==> config.mk <==
export PLATFORM = sky130hd
export DESIGN_NAME = multiprocessor_task_scheduler_unit
export DESIGN_NICKNAME = d
export VERILOG_FILES = /design/src/rtl/core/mts_pkg.sv /design/src/rtl/core/multiprocessor_task_scheduler_unit.sv /design/src/rtl/core/mts_queue_cell.sv
export SDC_FILE = /design/constraint.sdc
export NUM_CORES = 2
export LEC_CHECK = 0
export BUFFER_PORTS_ARGS = -buffer_cell sky130_fd_sc_hd__buf_4
export CAP_MARGIN = 5
export CORE_ASPECT_RATIO = 0.8
export CORE_MARGIN = 4
export CORE_UTILIZATION = 60
export DETAILED_ROUTE_END_ITERATION = 8
export HOLD_SLACK_MARGIN = 0.02
export MAX_ROUTING_LAYER = met4
export PLACE_DENSITY = 0.76
export SYNTH_ARGS = -nofsm -noshare
export SYNTH_HDL_FRONTEND = slang
export SYNTH_SLANG_ARGS = --single-unit
==> constraint.sdc <==
create_clock -name i_clk -period 21.5 [get_ports i_clk]
set_clock_uncertainty 0.15 [all_clocks]
set_input_delay 1.075 -clock i_clk [delete_from_list [all_inputs] [get_ports i_clk]]
set_output_delay 1.075 -clock i_clk [all_outputs]
set_load 0.05 [all_outputs]
==> src/rtl/core/mts_pkg.sv <==
package mts_pkg;

    // built sizes
    localparam int MAX_PROCESSORS_DEF = 8;
    localparam int QUEUE_DEPTH_DEF    = 16;

    // scheduling strategies
    localparam logic [2:0] STRAT_FCFS      = 3'd0;
    localparam logic [2:0] STRAT_SJF       = 3'd1;
    localparam logic [2:0] STRAT_SRTF      = 3'd2;
    localparam logic [2:0] STRAT_RR        = 3'd3;
    localparam logic [2:0] STRAT_PRIO      = 3'd4;
    localparam logic [2:0] STRAT_PRIO_SRTF = 3'd5;
    localparam logic [2:0] STRAT_PRIO_NP   = 3'd6;

    // configuration register indexes
    localparam logic [1:0] CFG_STRATEGY = 2'd0;
    localparam logic [1:0] CFG_PROCS    = 2'd1;
    localparam logic [1:0] CFG_QUANTUM  = 2'd2;

    // input mode codes
    localparam logic MODE_ARRIVAL = 1'b0;
    localparam logic MODE_TICK    = 1'b1;

    localparam logic [15:0] IDLE_TASK = 16'hFFFF;

    typedef struct packed {
        logic [14:0] id;
        logic [7:0]  prio;
        logic [15:0] rem;
        logic [15:0] qrem;
    } t_task;

    typedef enum logic [2:0] {
        CELL_HOLD,
        CELL_LOAD,
        CELL_SHIFT_R,
        CELL_SHIFT_L,
        CELL_SORT
    } t_cell_op;

    typedef struct packed {
        t_cell_op   op;
        logic       phase;
        logic [2:0] strategy;
    } t_cell_ctl;

    typedef enum logic [2:0] {
        S_IDLE,
        S_PREEMPT,
        S_SORT,
        S_HEAD,
        S_FILL,
        S_EMIT,
        S_DEC
    } t_state;

    // strict ordering by strategy key, ties keep order
    function automatic logic key_less(input logic [2:0] strat, input t_task a, input t_task b);
        logic res;
        res = 1'b0;
        case (strat)
            STRAT_SJF, STRAT_SRTF: res = (a.rem < b.rem);
            STRAT_PRIO, STRAT_PRIO_NP: res = (a.prio < b.prio);
            STRAT_PRIO_SRTF: begin
                if (a.prio != b.prio)
                    res = (a.prio < b.prio);
                else
                    res = (a.rem < b.rem);
            end
            default: res = 1'b0;
        endcase
        return res;
    endfunction

endpackage

==> src/rtl/core/multiprocessor_task_scheduler_unit.sv <==
// sequencing: an arrival is loaded into the queue as it is accepted; a tick walks the
// states preempt, sort, head, fill, emit and count-down, visiting one processor slot per
// step and running one odd-even exchange round per step across the queue cells
// throughput: one transaction at a time; input ready only while idle
// reset: synchronous active low, clears queue count, busy flags, time and overflow
module multiprocessor_task_scheduler_unit
    import mts_pkg::*;
#(
    parameter int MAX_PROCESSORS = MAX_PROCESSORS_DEF,
    parameter int QUEUE_DEPTH    = QUEUE_DEPTH_DEF
) (
    input  logic               i_clk,
    input  logic               i_rst_n,
    input  logic               i_cfg_wr_en,
    input  logic [1:0]         i_cfg_index,
    input  logic [15:0]        i_cfg_wdata,
    input  logic               i_in_valid,
    output logic               o_in_ready,
    input  logic               i_mode,
    input  logic [14:0]        i_task_id,
    input  logic [7:0]         i_task_priority,
    input  logic [15:0]        i_run_time,
    output logic               o_out_valid,
    input  logic               i_out_ready,
    output logic [31:0]        o_tick_time,
    output logic [2:0]         o_processor_index,
    output logic signed [15:0] o_assigned_task,
    output logic               o_queue_overflow,
    output logic               o_last_result
);

    localparam int CW      = $clog2(QUEUE_DEPTH + 1);
    localparam int CNT_MAX = (MAX_PROCESSORS > QUEUE_DEPTH) ? MAX_PROCESSORS : QUEUE_DEPTH;
    localparam int SW      = $clog2(CNT_MAX + 1);
    localparam int PIW     = (MAX_PROCESSORS > 1) ? $clog2(MAX_PROCESSORS) : 1;

    // configuration registers
    logic [2:0]  r_strategy;
    logic [3:0]  r_procs;
    logic [15:0] r_quantum;

    t_state r_state, n_state;
    logic [SW-1:0] r_step;
    logic [CW-1:0] r_count;
    logic [31:0]   r_time;
    logic          r_ovf;

    logic  r_busy [MAX_PROCESSORS];
    t_task r_slot [MAX_PROCESSORS];

    logic        r_out_valid;
    logic [31:0] r_out_time;
    logic [2:0]  r_out_proc;
    logic [15:0] r_out_task;
    logic        r_out_ovf;
    logic        r_out_last;

    t_cell_ctl     w_ctl;
    t_task         w_din;
    t_task         w_cell_q [QUEUE_DEPTH];
    logic [PIW-1:0] w_sidx;
    t_task         w_stask;
    logic          w_sbusy;
    logic [SW-1:0] w_p;
    logic [SW:0]   w_held;
    logic          w_preempt;
    logic          w_acc;
    logic          w_arr_push, w_arr_drop;
    logic          w_pre_push, w_pre_free;
    logic          w_head_push, w_head_free;
    logic          w_fill, w_emit_load, w_out_free;
    logic          w_last_step;

    // queue cell row
    for (genvar g = 0; g < QUEUE_DEPTH; g++) begin : g_cell
        mts_queue_cell #(
            .IDX (g),
            .CW  (CW)
        ) u_cell (
            .i_clk   (i_clk),
            .i_ctl   (w_ctl),
            .i_count (r_count),
            .i_din   (w_din),
            .i_left  (w_cell_q[(g > 0) ? g - 1 : g]),
            .i_right (w_cell_q[(g < QUEUE_DEPTH - 1) ? g + 1 : g]),
            .o_task  (w_cell_q[g])
        );
    end

    // effective processor count
    always_comb begin
        if (r_procs == 4'd0)
            w_p = SW'(1);
        else if (int'(r_procs) > MAX_PROCESSORS)
            w_p = SW'(MAX_PROCESSORS);
        else
            w_p = SW'(r_procs);
    end

    // tasks held in queue and on processors
    always_comb begin
        w_held = (SW+1)'(r_count);
        for (int i = 0; i < MAX_PROCESSORS; i++)
            w_held = w_held + (SW+1)'(r_busy[i]);
    end

    assign w_preempt = (r_strategy >= STRAT_SRTF) && (r_strategy <= STRAT_PRIO_SRTF);
    assign w_acc     = i_in_valid && o_in_ready;
    assign w_out_free = !r_out_valid || i_out_ready;

    // slot visited this cycle
    assign w_sidx  = (r_state == S_HEAD) ? (PIW'(MAX_PROCESSORS - 1) - PIW'(r_step))
                                          : PIW'(r_step);
    assign w_stask = r_slot[w_sidx];
    assign w_sbusy = r_busy[w_sidx];

    // step end of the current phase
    always_comb begin
        w_last_step = 1'b0;
        unique case (r_state)
            S_SORT:  w_last_step = (r_step == SW'(QUEUE_DEPTH - 1));
            S_EMIT:  w_last_step = (r_step == w_p - SW'(1));
            default: w_last_step = (r_step == SW'(MAX_PROCESSORS - 1));
        endcase
    end

    // next state
    always_comb begin
        n_state = r_state;
        unique case (r_state)
            S_IDLE:    if (w_acc && i_mode == MODE_TICK) n_state = S_PREEMPT;
            S_PREEMPT: if (w_last_step) n_state = S_SORT;
            S_SORT:    if (w_last_step) n_state = S_HEAD;
            S_HEAD:    if (w_last_step) n_state = S_FILL;
            S_FILL:    if (w_last_step) n_state = S_EMIT;
            S_EMIT:    if (w_out_free && w_last_step) n_state = S_DEC;
            S_DEC:     n_state = S_IDLE;
            default:   n_state = S_IDLE;
        endcase
    end

    // control outputs and cell commands
    always_comb begin
        o_in_ready   = 1'b0;
        w_arr_push   = 1'b0;
        w_arr_drop   = 1'b0;
        w_pre_push   = 1'b0;
        w_pre_free   = 1'b0;
        w_head_push  = 1'b0;
        w_head_free  = 1'b0;
        w_fill       = 1'b0;
        w_emit_load  = 1'b0;
        w_ctl.op       = CELL_HOLD;
        w_ctl.phase    = r_step[0];
        w_ctl.strategy = r_strategy;
        w_din          = w_stask;
        unique case (r_state)
            S_IDLE: begin
                o_in_ready = 1'b1;
                if (i_in_valid && i_mode == MODE_ARRIVAL) begin
                    if (w_held >= (SW+1)'(QUEUE_DEPTH)) begin
                        w_arr_drop = 1'b1;
                    end else begin
                        w_arr_push = 1'b1;
                        w_ctl.op   = CELL_LOAD;
                        w_din      = '{id: i_task_id, prio: i_task_priority,
                                       rem: i_run_time, qrem: r_quantum};
                    end
                end
            end
            S_PREEMPT: begin
                if (w_preempt && w_sbusy) begin
                    if (w_stask.rem != 16'd0 && w_stask.qrem == 16'd0) begin
                        w_pre_push = 1'b1;
                        w_ctl.op   = CELL_LOAD;
                        w_din.qrem = r_quantum;
                    end else if (w_stask.rem == 16'd0) begin
                        w_pre_free = 1'b1;
                    end
                end
            end
            S_SORT: w_ctl.op = CELL_SORT;
            S_HEAD: begin
                if (w_sbusy) begin
                    w_head_free = 1'b1;
                    if (w_stask.rem != 16'd0) begin
                        w_head_push = 1'b1;
                        w_ctl.op    = CELL_SHIFT_R;
                    end
                end
            end
            S_FILL: begin
                if (r_step < w_p && r_count != CW'(0)) begin
                    w_fill   = 1'b1;
                    w_ctl.op = CELL_SHIFT_L;
                end
            end
            S_EMIT:  w_emit_load = w_out_free;
            S_DEC:   w_ctl.op = CELL_HOLD;
            default: w_ctl.op = CELL_HOLD;
        endcase
    end

    // configuration writes
    always_ff @(posedge i_clk) begin
        if (!i_rst_n) begin
            r_strategy <= STRAT_FCFS;
            r_procs    <= 4'd1;
            r_quantum  <= 16'd1;
        end else if (i_cfg_wr_en) begin
            case (i_cfg_index)
                CFG_STRATEGY: r_strategy <= i_cfg_wdata[2:0];
                CFG_PROCS:    r_procs    <= i_cfg_wdata[3:0];
                CFG_QUANTUM:  r_quantum  <= i_cfg_wdata;
                default:      r_strategy <= r_strategy;
            endcase
        end
    end

    // sequencer, counters and processor slots
    always_ff @(posedge i_clk) begin
        if (!i_rst_n) begin
            r_state <= S_IDLE;
            r_step  <= '0;
            r_count <= '0;
            r_time  <= '0;
            r_ovf   <= 1'b0;
            for (int i = 0; i < MAX_PROCESSORS; i++)
                r_busy[i] <= 1'b0;
        end else begin
            r_state <= n_state;
            if (n_state != r_state)
                r_step <= '0;
            else if (r_state != S_EMIT || w_emit_load)
                r_step <= r_step + SW'(1);

            if (w_arr_drop)
                r_ovf <= 1'b1;

            if (w_arr_push || w_pre_push || w_head_push)
                r_count <= r_count + CW'(1);
            else if (w_fill)
                r_count <= r_count - CW'(1);

            if (w_pre_push || w_pre_free || w_head_free)
                r_busy[w_sidx] <= 1'b0;
            if (w_fill) begin
                r_busy[w_sidx] <= 1'b1;
                r_slot[w_sidx] <= w_cell_q[0];
            end

            // count down busy slots after the results are out
            if (r_state == S_DEC) begin
                r_time <= r_time + 32'd1;
                for (int i = 0; i < MAX_PROCESSORS; i++) begin
                    if (r_busy[i]) begin
                        if (r_slot[i].rem != 16'd0)
                            r_slot[i].rem <= r_slot[i].rem - 16'd1;
                        if (w_preempt && r_slot[i].qrem != 16'd0)
                            r_slot[i].qrem <= r_slot[i].qrem - 16'd1;
                    end
                end
            end
        end
    end

    // result register
    always_ff @(posedge i_clk) begin
        if (!i_rst_n) begin
            r_out_valid <= 1'b0;
        end else if (w_emit_load) begin
            r_out_valid <= 1'b1;
        end else if (i_out_ready) begin
            r_out_valid <= 1'b0;
        end
    end

    always_ff @(posedge i_clk) begin
        if (w_emit_load) begin
            r_out_time <= r_time;
            r_out_proc <= 3'(r_step);
            r_out_task <= w_sbusy ? {1'b0, w_stask.id} : IDLE_TASK;
            r_out_ovf  <= r_ovf;
            r_out_last <= w_last_step;
        end
    end

    assign o_out_valid       = r_out_valid;
    assign o_tick_time       = r_out_time;
    assign o_processor_index = r_out_proc;
    assign o_assigned_task   = r_out_task;
    assign o_queue_overflow  = r_out_ovf;
    assign o_last_result     = r_out_last;

    // checks
    a_count_bound: assert property (@(posedge i_clk) disable iff (!i_rst_n)
        {1'b0, r_count} <= (CW+1)'(QUEUE_DEPTH))
        else $error("queue count beyond depth");

    a_dec_to_idle: assert property (@(posedge i_clk) disable iff (!i_rst_n)
        r_state == S_DEC |=> r_state == S_IDLE)
        else $error("count-down not followed by idle");

    a_tick_start: assert property (@(posedge i_clk) disable iff (!i_rst_n)
        (w_acc && i_mode == MODE_TICK) |=> r_state == S_PREEMPT)
        else $error("tick transaction did not start the sequence");

    a_held_bound: assert property (@(posedge i_clk) disable iff (!i_rst_n)
        r_state == S_IDLE |-> w_held <= (SW+1)'(QUEUE_DEPTH))
        else $error("more tasks held than queue depth");

endmodule

==> src/rtl/core/mts_queue_cell.sv <==
module mts_queue_cell
    import mts_pkg::*;
#(
    parameter int IDX = 0,
    parameter int CW  = 5
) (
    input  logic          i_clk,
    input  t_cell_ctl     i_ctl,
    input  logic [CW-1:0] i_count,
    input  t_task         i_din,
    input  t_task         i_left,
    input  t_task         i_right,
    output t_task         o_task
);

    t_task r_task;
    t_task n_task;
    logic  w_is_left;
    logic  w_left_valid;
    logic  w_right_valid;

    // pair membership for the odd-even exchange
    assign w_is_left     = (IDX % 2 == 1) ? i_ctl.phase : ~i_ctl.phase;
    assign w_right_valid = ({1'b0, i_count} > (CW+1)'(IDX + 1));
    assign w_left_valid  = (IDX > 0) && ({1'b0, i_count} > (CW+1)'(IDX));

    // next entry value
    always_comb begin
        n_task = r_task;
        case (i_ctl.op)
            CELL_LOAD: begin
                if (i_count == CW'(IDX))
                    n_task = i_din;
            end
            CELL_SHIFT_R: n_task = (IDX == 0) ? i_din : i_left;
            CELL_SHIFT_L: n_task = i_right;
            CELL_SORT: begin
                if (w_is_left) begin
                    if (w_right_valid && key_less(i_ctl.strategy, i_right, r_task))
                        n_task = i_right;
                end else begin
                    if (w_left_valid && key_less(i_ctl.strategy, r_task, i_left))
                        n_task = i_left;
                end
            end
            default: n_task = r_task;
        endcase
    end

    always_ff @(posedge i_clk) begin
        r_task <= n_task;
    end

    assign o_task = r_task;

endmodule

# ---- Word-level counts from Yosys, hierarchy flattened
# Memory sizes are Yosys's and may differ from the RTL's.
# Index checks and enable logic that the tools add are counted.
dict set report classes {
  mux 284
  reduce_logical 90
  n_lt_le_gt_ge 50
  n_addsub 30
  n_eq_ne 86
  n_bitwise 3
}
# operator n
set op_table {}
lappend op_table {{55-bit two-way mux} 65}
lappend op_table {{55-bit case mux with 4 select lines} 15}
lappend op_table {{16-bit nonzero test} 17}
lappend op_table {{16-bit by 1-bit subtractor with 16-bit output (second input constant)} 16}
lappend op_table {{16-bit < comparator} 15}
lappend op_table {{55-bit case mux with 3 select lines} 1}
lappend op_table {{1-bit two-way mux} 163}
lappend op_table {{8-bit < comparator} 15}
lappend op_table {{8-bit inequality test} 15}
lappend op_table {{4-bit AND reduction} 16}
lappend op_table {{55-bit OR reduction} 1}
lappend op_table {{16-bit two-way mux} 3}
lappend op_table {{5-bit by 4-bit equality test with 1-bit output (second input constant)} 9}
lappend op_table {{3-bit by 2-bit inequality test with 1-bit output (second input constant)} 15}
lappend op_table {{1-bit case mux with 3 select lines} 15}
lappend op_table {{6-bit by 1-bit adder with 6-bit output} 7}
lappend op_table {{5-bit by 4-bit greater-than comparator with 1-bit output (second input constant)} 8}
lappend op_table {{39-bit two-way mux} 1}
lappend op_table {{2-bit by 1-bit inequality test with 1-bit output (second input constant)} 18}
lappend op_table {{32-bit by 1-bit adder with 32-bit output (second input constant)} 1}
lappend op_table {{16-bit zero test} 2}
lappend op_table {{16-bit case mux with 2 select lines} 1}
lappend op_table {{1-bit logical AND} 31}
lappend op_table {{3-bit two-way mux} 10}
lappend op_table {{45 further kinds} 83}
dict set report word_totals {
  ramBits 448
  mem_count 2
  out_inout_bits 55
  in_bits 63
  regBits 1003
}
# memory words word_bits read_ports rd_ports_with_merged_regs write_ports line_no
set memory_table {}
lappend memory_table {r_slot 8 55 9 0 8 multiprocessor_task_scheduler_unit.sv:49} ;# t_task r_slot [MAX_PROCESSORS];
lappend memory_table {r_busy 8 1 9 0 8 multiprocessor_task_scheduler_unit.sv:48} ;# logic r_busy [MAX_PROCESSORS];

# ---- Depth between registers and ports, before layout
# An unclocked memory read counts as a cell.
dict set report depth {
  word_depth 19
  ltp_mapped 20
  mapped_depth_nobuf 16
}

# ---- Hierarchy
# From an unflattened synthesis, not the netlist that was laid out.
dict set report unflattened {
  hier_cells 8834
  area_unflattened_um2 93161.8
}
# mod n_inst area_each_um2 seq_area_each_um2 cells_each
set by_module_without_submodules {}
lappend by_module_without_submodules {multiprocessor_task_scheduler_unit 1 32354.8 16365.7 3088}
lappend by_module_without_submodules {{mts_queue_cell (g_cell[3].u_cell)} 1 3875.0 1651.6 364}
lappend by_module_without_submodules {{mts_queue_cell (g_cell[1].u_cell)} 1 3866.2 1651.6 368}
lappend by_module_without_submodules {{mts_queue_cell (g_cell[8].u_cell)} 1 3856.2 1651.6 378}
lappend by_module_without_submodules {{mts_queue_cell (g_cell[10].u_cell)} 1 3849.9 1651.6 370}
lappend by_module_without_submodules {{mts_queue_cell (g_cell[2].u_cell)} 1 3842.4 1651.6 368}
lappend by_module_without_submodules {{mts_queue_cell (g_cell[7].u_cell)} 1 3842.4 1651.6 362}
lappend by_module_without_submodules {{mts_queue_cell (g_cell[9].u_cell)} 1 3837.4 1651.6 373}
lappend by_module_without_submodules {{mts_queue_cell (g_cell[5].u_cell)} 1 3834.9 1651.6 363}
lappend by_module_without_submodules {{mts_queue_cell (g_cell[6].u_cell)} 1 3833.7 1651.6 369}
lappend by_module_without_submodules {{mts_queue_cell (g_cell[11].u_cell)} 1 3832.4 1651.6 368}
lappend by_module_without_submodules {{mts_queue_cell (g_cell[13].u_cell)} 1 3827.4 1651.6 370}
lappend by_module_without_submodules {{mts_queue_cell (g_cell[4].u_cell)} 1 3824.9 1651.6 371}
lappend by_module_without_submodules {{mts_queue_cell (g_cell[12].u_cell)} 1 3823.7 1651.6 366}
lappend by_module_without_submodules {{3 more rows} n/a n/a n/a n/a}

# ---- Worst setup path before layout
# Ideal clock, no wire load.
dict set report synth_path {
  path_type {reg-to-reg}
  startpoint {register r_step[1]}
  endpoint {register g_cell[10].u_cell.r_task (netlist bit g_cell[10].u_cell.o_task[0]), enable pin}
  setup_ps 550
  stages_incl_launch_ff 14
  arrival_time_ps 7713
  n_path_buf 5
  t_required_ps 20800
  slack_ps 13087
  cell_sequence {dfxtp_1 buf_2 buf_2 buf_1 mux4_2 o211ai_1 o211ai_1 or4b_2 or3_4 o21ai_4 buf_4 buf_4 nand4_1 a211oi_1}
}
dict set report synth_via {
  elab_chain_len 11
}
# element line_no
set synth_lines {}
lappend synth_lines {{from (decl)} multiprocessor_task_scheduler_unit.sv:43} ;# logic [SW-1:0] r_step;
lappend synth_lines {{from (signal assigned)} multiprocessor_task_scheduler_unit.sv:235} ;# r_step <= r_step + SW'(1);
lappend synth_lines {{3-bit subtractor} multiprocessor_task_scheduler_unit.sv:112} ;# assign w_sidx = (r_state == S_HEAD) ? (PIW'(MAX_PROCESSORS - 1) - PIW'(r_step))
lappend synth_lines {{3-bit two-way mux} multiprocessor_task_scheduler_unit.sv:112}
lappend synth_lines {{memory 8 x 55 bit} n/a}
lappend synth_lines {{16-bit nonzero test / 16-bit zero test (equally long branches)} {multiprocessor_task_scheduler_unit.sv:173, multiprocessor_task_scheduler_unit.sv:186}}
lappend synth_lines {{1-bit logical AND} multiprocessor_task_scheduler_unit.sv:173} ;# if (w_stask.rem != 16'd0 && w_stask.qrem == 16'd0) begin
lappend synth_lines {{1-bit two-way mux} multiprocessor_task_scheduler_unit.sv:173}
lappend synth_lines {{1-bit two-way mux} multiprocessor_task_scheduler_unit.sv:172} ;# if (w_preempt && w_sbusy) begin
lappend synth_lines {{3-bit case mux with 5 select lines *} multiprocessor_task_scheduler_unit.sv:157} ;# unique case (r_state)
lappend synth_lines {{3-bit equality test (tied with other cells)} mts_queue_cell.sv:30} ;# case (i_ctl.op)
lappend synth_lines {{3-bit by 2-bit inequality test with 1-bit output (no source line) (tied with other cells)} n/a}
lappend synth_lines {{4-bit AND reduction (no source line) *} n/a}
lappend synth_lines {{to (signal assigned)} mts_queue_cell.sv:51} ;# r_task <= n_task;
lappend synth_lines {{to (decl)} mts_queue_cell.sv:16} ;# t_task r_task;
# Mark *: on every way between the ends. The rest lies on a longest branch, timed or not.
# A chain may end at the register's enable or synchronous reset.

# ---- Final worst setup path
dict set report layout_path {
  startpoint {register r_state[2]}
  endpoint {register g_cell[0].u_cell.r_task (netlist bit g_cell[0].u_cell.o_task[40]), enable pin}
}
dict set report layout_via {
  elab_chain_len 11
}
# element line_no
set layout_lines {}
lappend layout_lines {{from (decl)} multiprocessor_task_scheduler_unit.sv:42} ;# t_state r_state, n_state;
lappend layout_lines {{from (signal assigned)} multiprocessor_task_scheduler_unit.sv:231} ;# r_state <= n_state;
lappend layout_lines {{3-bit by 2-bit equality test with 1-bit output} {multiprocessor_task_scheduler_unit.sv:112, multiprocessor_task_scheduler_unit.sv:157}}
lappend layout_lines {{3-bit two-way mux} multiprocessor_task_scheduler_unit.sv:112}
lappend layout_lines {{memory 8 x 55 bit} n/a}
lappend layout_lines {{16-bit nonzero test / 16-bit zero test (equally long branches)} {multiprocessor_task_scheduler_unit.sv:173, multiprocessor_task_scheduler_unit.sv:186}}
lappend layout_lines {{1-bit logical AND} multiprocessor_task_scheduler_unit.sv:173}
lappend layout_lines {{1-bit two-way mux} multiprocessor_task_scheduler_unit.sv:173}
lappend layout_lines {{1-bit two-way mux} multiprocessor_task_scheduler_unit.sv:172}
lappend layout_lines {{3-bit case mux with 5 select lines *} multiprocessor_task_scheduler_unit.sv:157}
lappend layout_lines {{3-bit equality test (tied with other cells)} mts_queue_cell.sv:30}
lappend layout_lines {{2-bit by 1-bit inequality test with 1-bit output (no source line) (tied with other cells)} n/a}
lappend layout_lines {{4-bit AND reduction (no source line) *} n/a}
lappend layout_lines {{to (signal assigned)} mts_queue_cell.sv:51}
lappend layout_lines {{to (decl)} mts_queue_cell.sv:16}
# Marked as above.

==> flow_summary.json <==
{
  "dp_hpwl_mm": 173.7,
  "die_w_um": 411.4,
  "arrival_ns": 8.85,
  "ys_dominant_reg_cell": "edfxtp_1",
  "clock_latency_ns": 0.84,
  "rsz0062_at_grt": "no",
  "power_density_nw_per_um2": 75.62,
  "io_buffers": 117,
  "gp_congestion": 1.031,
  "syn_to_final_growth_pct": 8.822,
  "fin_setup_tns_ns": 0,
  "clkTransAtPathRegs_ns": 0.07,
  "finalMaxSlewViolations": 0,
  "die_h_um": 330.7,
  "finalCritPeriodShare_pct": 39.80,
  "yosysWarnings": 0,
  "worst_setup_path_end_kind": "flop",
  "synth_seq_area_share_pct": 54.77,
  "drc": 0,
  "htree_num_levels": 4,
  "setup_viol": 0,
  "avgSynthCellArea_sq_um": 11.86,
  "start_util_pct": 60.40,
  "hold_viol": 0,
  "min_period_ns": 8.557,
  "drt_iter0_drc": 9954,
  "numCtsBuffers": 145,
  "cts-root-buf": "clkbuf_16",
  "synth_edf_count": 1373,
  "vdd_ir_drop_max_mv": 0.09128,
  "slew_headroom_pct": 12.89,
  "cts_num_sinks": 1451,
  "first_pass_iters": 7,
  "nets": 6957,
  "synth_seq_cells": 1451,
  "clkPwrFrac_pct": 39.5,
  "ctsLongestPathBuffers": 3,
  "syn-cell-area_sq_um": 78120,
  "ys_async_sr_fraction_pct": 0,
  "p_seq_share_pct": 50.5,
  "path_max_fanout": 65,
  "hp-class": "reg2reg",
  "grt_usage_pct": 38.71,
  "coreArea_sq_um": 129300,
  "io_pins": 118,
  "cell_internal_pwr_w": 0.004801,
  "cp-start-kind": "flop",
  "timing.hold.ws_ns": 0.3036,
  "core.rowCount": 118,
  "grt_max_degree": 210,
  "overflow": 0,
  "cap_violations": 0,
  "grt_pass1_wl_mm": 382.3,
  "ant_nets": 0,
  "crit_type": "reg2reg",
  "die_area_sq_um": 136100,
  "wirelength_mm": 261.3,
  "vias_per_cell": 7.340,
  "status": "finished clean",
  "cts_resized": 0,
  "required_ns": 21.79,
  "power.share.combinational_pct": 10.0,
  "syn_nets": 7050,
  "p_switching_w": 0.001628,
  "via_count": 61362,
  "synth_cell_type_count": 90,
  "grt_pass1_vias": 57100,
  "cts_tree": "built",
  "drive_above_1_share_pct": 8.677,
  "wl_per_cell_um": 31.26,
  "ctsHoldBuffers": 0,
  "post_cts_buffers": 0,
  "r2r_setup_slack_ns": 12.94,
  "antenna_found_initial": 6,
  "p_leak_nw": 31.85,
  "swShare_pct": 25.33,
  "worstMarginPinSlew_ns": 1.299,
  "synthesis.instances": 6589,
  "fmax_ghz": 0.1169
}
state kept, by name, summed over array words and instances, names as in the netlist, 3 cells and up:
name and count:
r_slot 440, r_time 32, r_step 5, r_count 5, o_tick_time 32, o_assigned_task 16, r_quantum 16, r_strategy 3
r_busy 8, r_procs 4, r_state 3, g_cell.u_cell.o_task 880, o_processor_index 3
per-stage QoR:
stage	power, W	util (%)	setup WS, ns	instances	area (sq um)
floorplan	0.003715	-	13.09	6589	78120
global placement	0.003896	62.07	13.29	8087	80270
detailed placement	0.003922	62.07	13.18	8088	80280
CTS	0.006418	65.71	13.16	8354	84990
global route	0.006598	65.73	12.78	8358	85010
finish	0.006429	65.73	12.94	8360	85010
power by group through the flow:
stage	sequential, W	combinational (W)	clock, W
floorplan	0.00327	0.000449	0
global placement	0.00330	0.000592	0
detailed placement	0.00331	0.000616	0
CTS	0.00325	0.000621	0.00255
global route	0.00325	0.000681	0.00267
finish	0.00325	0.000642	0.00254
critical path: stages (launching register included):
cell and delay (ns):
dfxtp_1 0.53, and3b_4 0.43, buf_4 0.69, buf_4 0.72, o22ai_2 0.11, buf_4 0.30
a222oi_1 0.39, nand4_1 0.17, or4_1 0.56, or4_4 0.54, or3_4 0.44, o21ai_4 0.65
buf_4 0.63, a31oi_1 0.23, a21oi_4 0.84, buf_4 0.65
layout make-up:
class	instances	area (sq um)
fillers	9699	44320
flip-flops and latches	1451	42800
well taps	1740	2177
inverters	436	1637
repair buffers	236	1809
clock buffers	185	3839
clock inverters	81	868.3
diodes	5	12.51
multi-input cells	4226	31870
cells by family after synthesis:
group,Yosys count,synth area share (%)
AND/OR/NAND/NOR,1504,9.385
buffers and inverters,912,4.798
XOR/XNOR,249,2.809
flip-flops,1451,54.77
AO/OA/AOI/OAI,1942,19.67
adder cells (fa/ha/maj),398,6.403
multiplexers,133,2.157
worst paths after layout:
path,from,end,cells past startpoint
min,r_ovf,o_queue_overflow,0
min reg2reg,r_ovf,o_queue_overflow,0
max,r_state[2],g_cell[0].u_cell.o_task[40],15
max reg2reg,r_state[2],g_cell[0].u_cell.o_task[40],15
cells in the mapped netlist, types with 13 or more instances:
cell,instances,share of area (%)
dfxtp_1,78,2.0
clkinv_1,22,0.11
nor2b_1,59,0.47
mux2_2,21,0.30
o21ai_0,387,2.5
nand3_1,93,0.60
xnor2_1,173,1.9
a22oi_1,44,0.42
nand4b_1,13,0.15
nor3b_1,13,0.12
nand2b_1,72,0.58
a221o_1,777,10
or4_1,23,0.22
o211ai_1,22,0.21
inv_1,413,2.0
a21o_1,116,1.1
a31oi_1,16,0.13
nor4_1,74,0.59
o21a_1,30,0.29
nor2_1,264,1.3
mux2i_1,84,1.1
a221oi_1,42,0.47
a21oi_1,173,1.1
buf_4,38,0.37
mux4_2,26,0.75
or3_1,29,0.23
nor3_1,136,0.87
clkbuf_1,337,1.6
buf_2,65,0.42
ha_1,395,6.3
a22o_1,34,0.38
o22ai_1,137,1.1
and3_1,59,0.47
a211oi_1,30,0.29
nand4_1,83,0.66
xor2_1,75,0.84
nand2_1,529,2.5
a222oi_1,21,0.27
buf_1,23,0.11
edfxtp_1,1373,53
metal layers:
metal	track usage [%]	share of wire, %	vias up
met5	-	0	-
met4	11.03	3.1	0
met3	10.10	14	540
met2	54.44	43	4580
met1	55.66	40	30423
li1	-	-	25819
layout by cell type, fill, tap and decap left out, drive strengths merged, types with 83 or more instances in the layout:
master,count
mux2i,84
nand4,83
inv,417
nor3,138
clkinv,83
a221o,777
o22ai,138
ha,395
a21o,116
nor2,264
xnor2,173
o21ai,389
buf,235
nand3,93
nand2,529
clkbuf,186
edfxtp,1373
a21oi,173
Power figures use the tool's default switching activity.
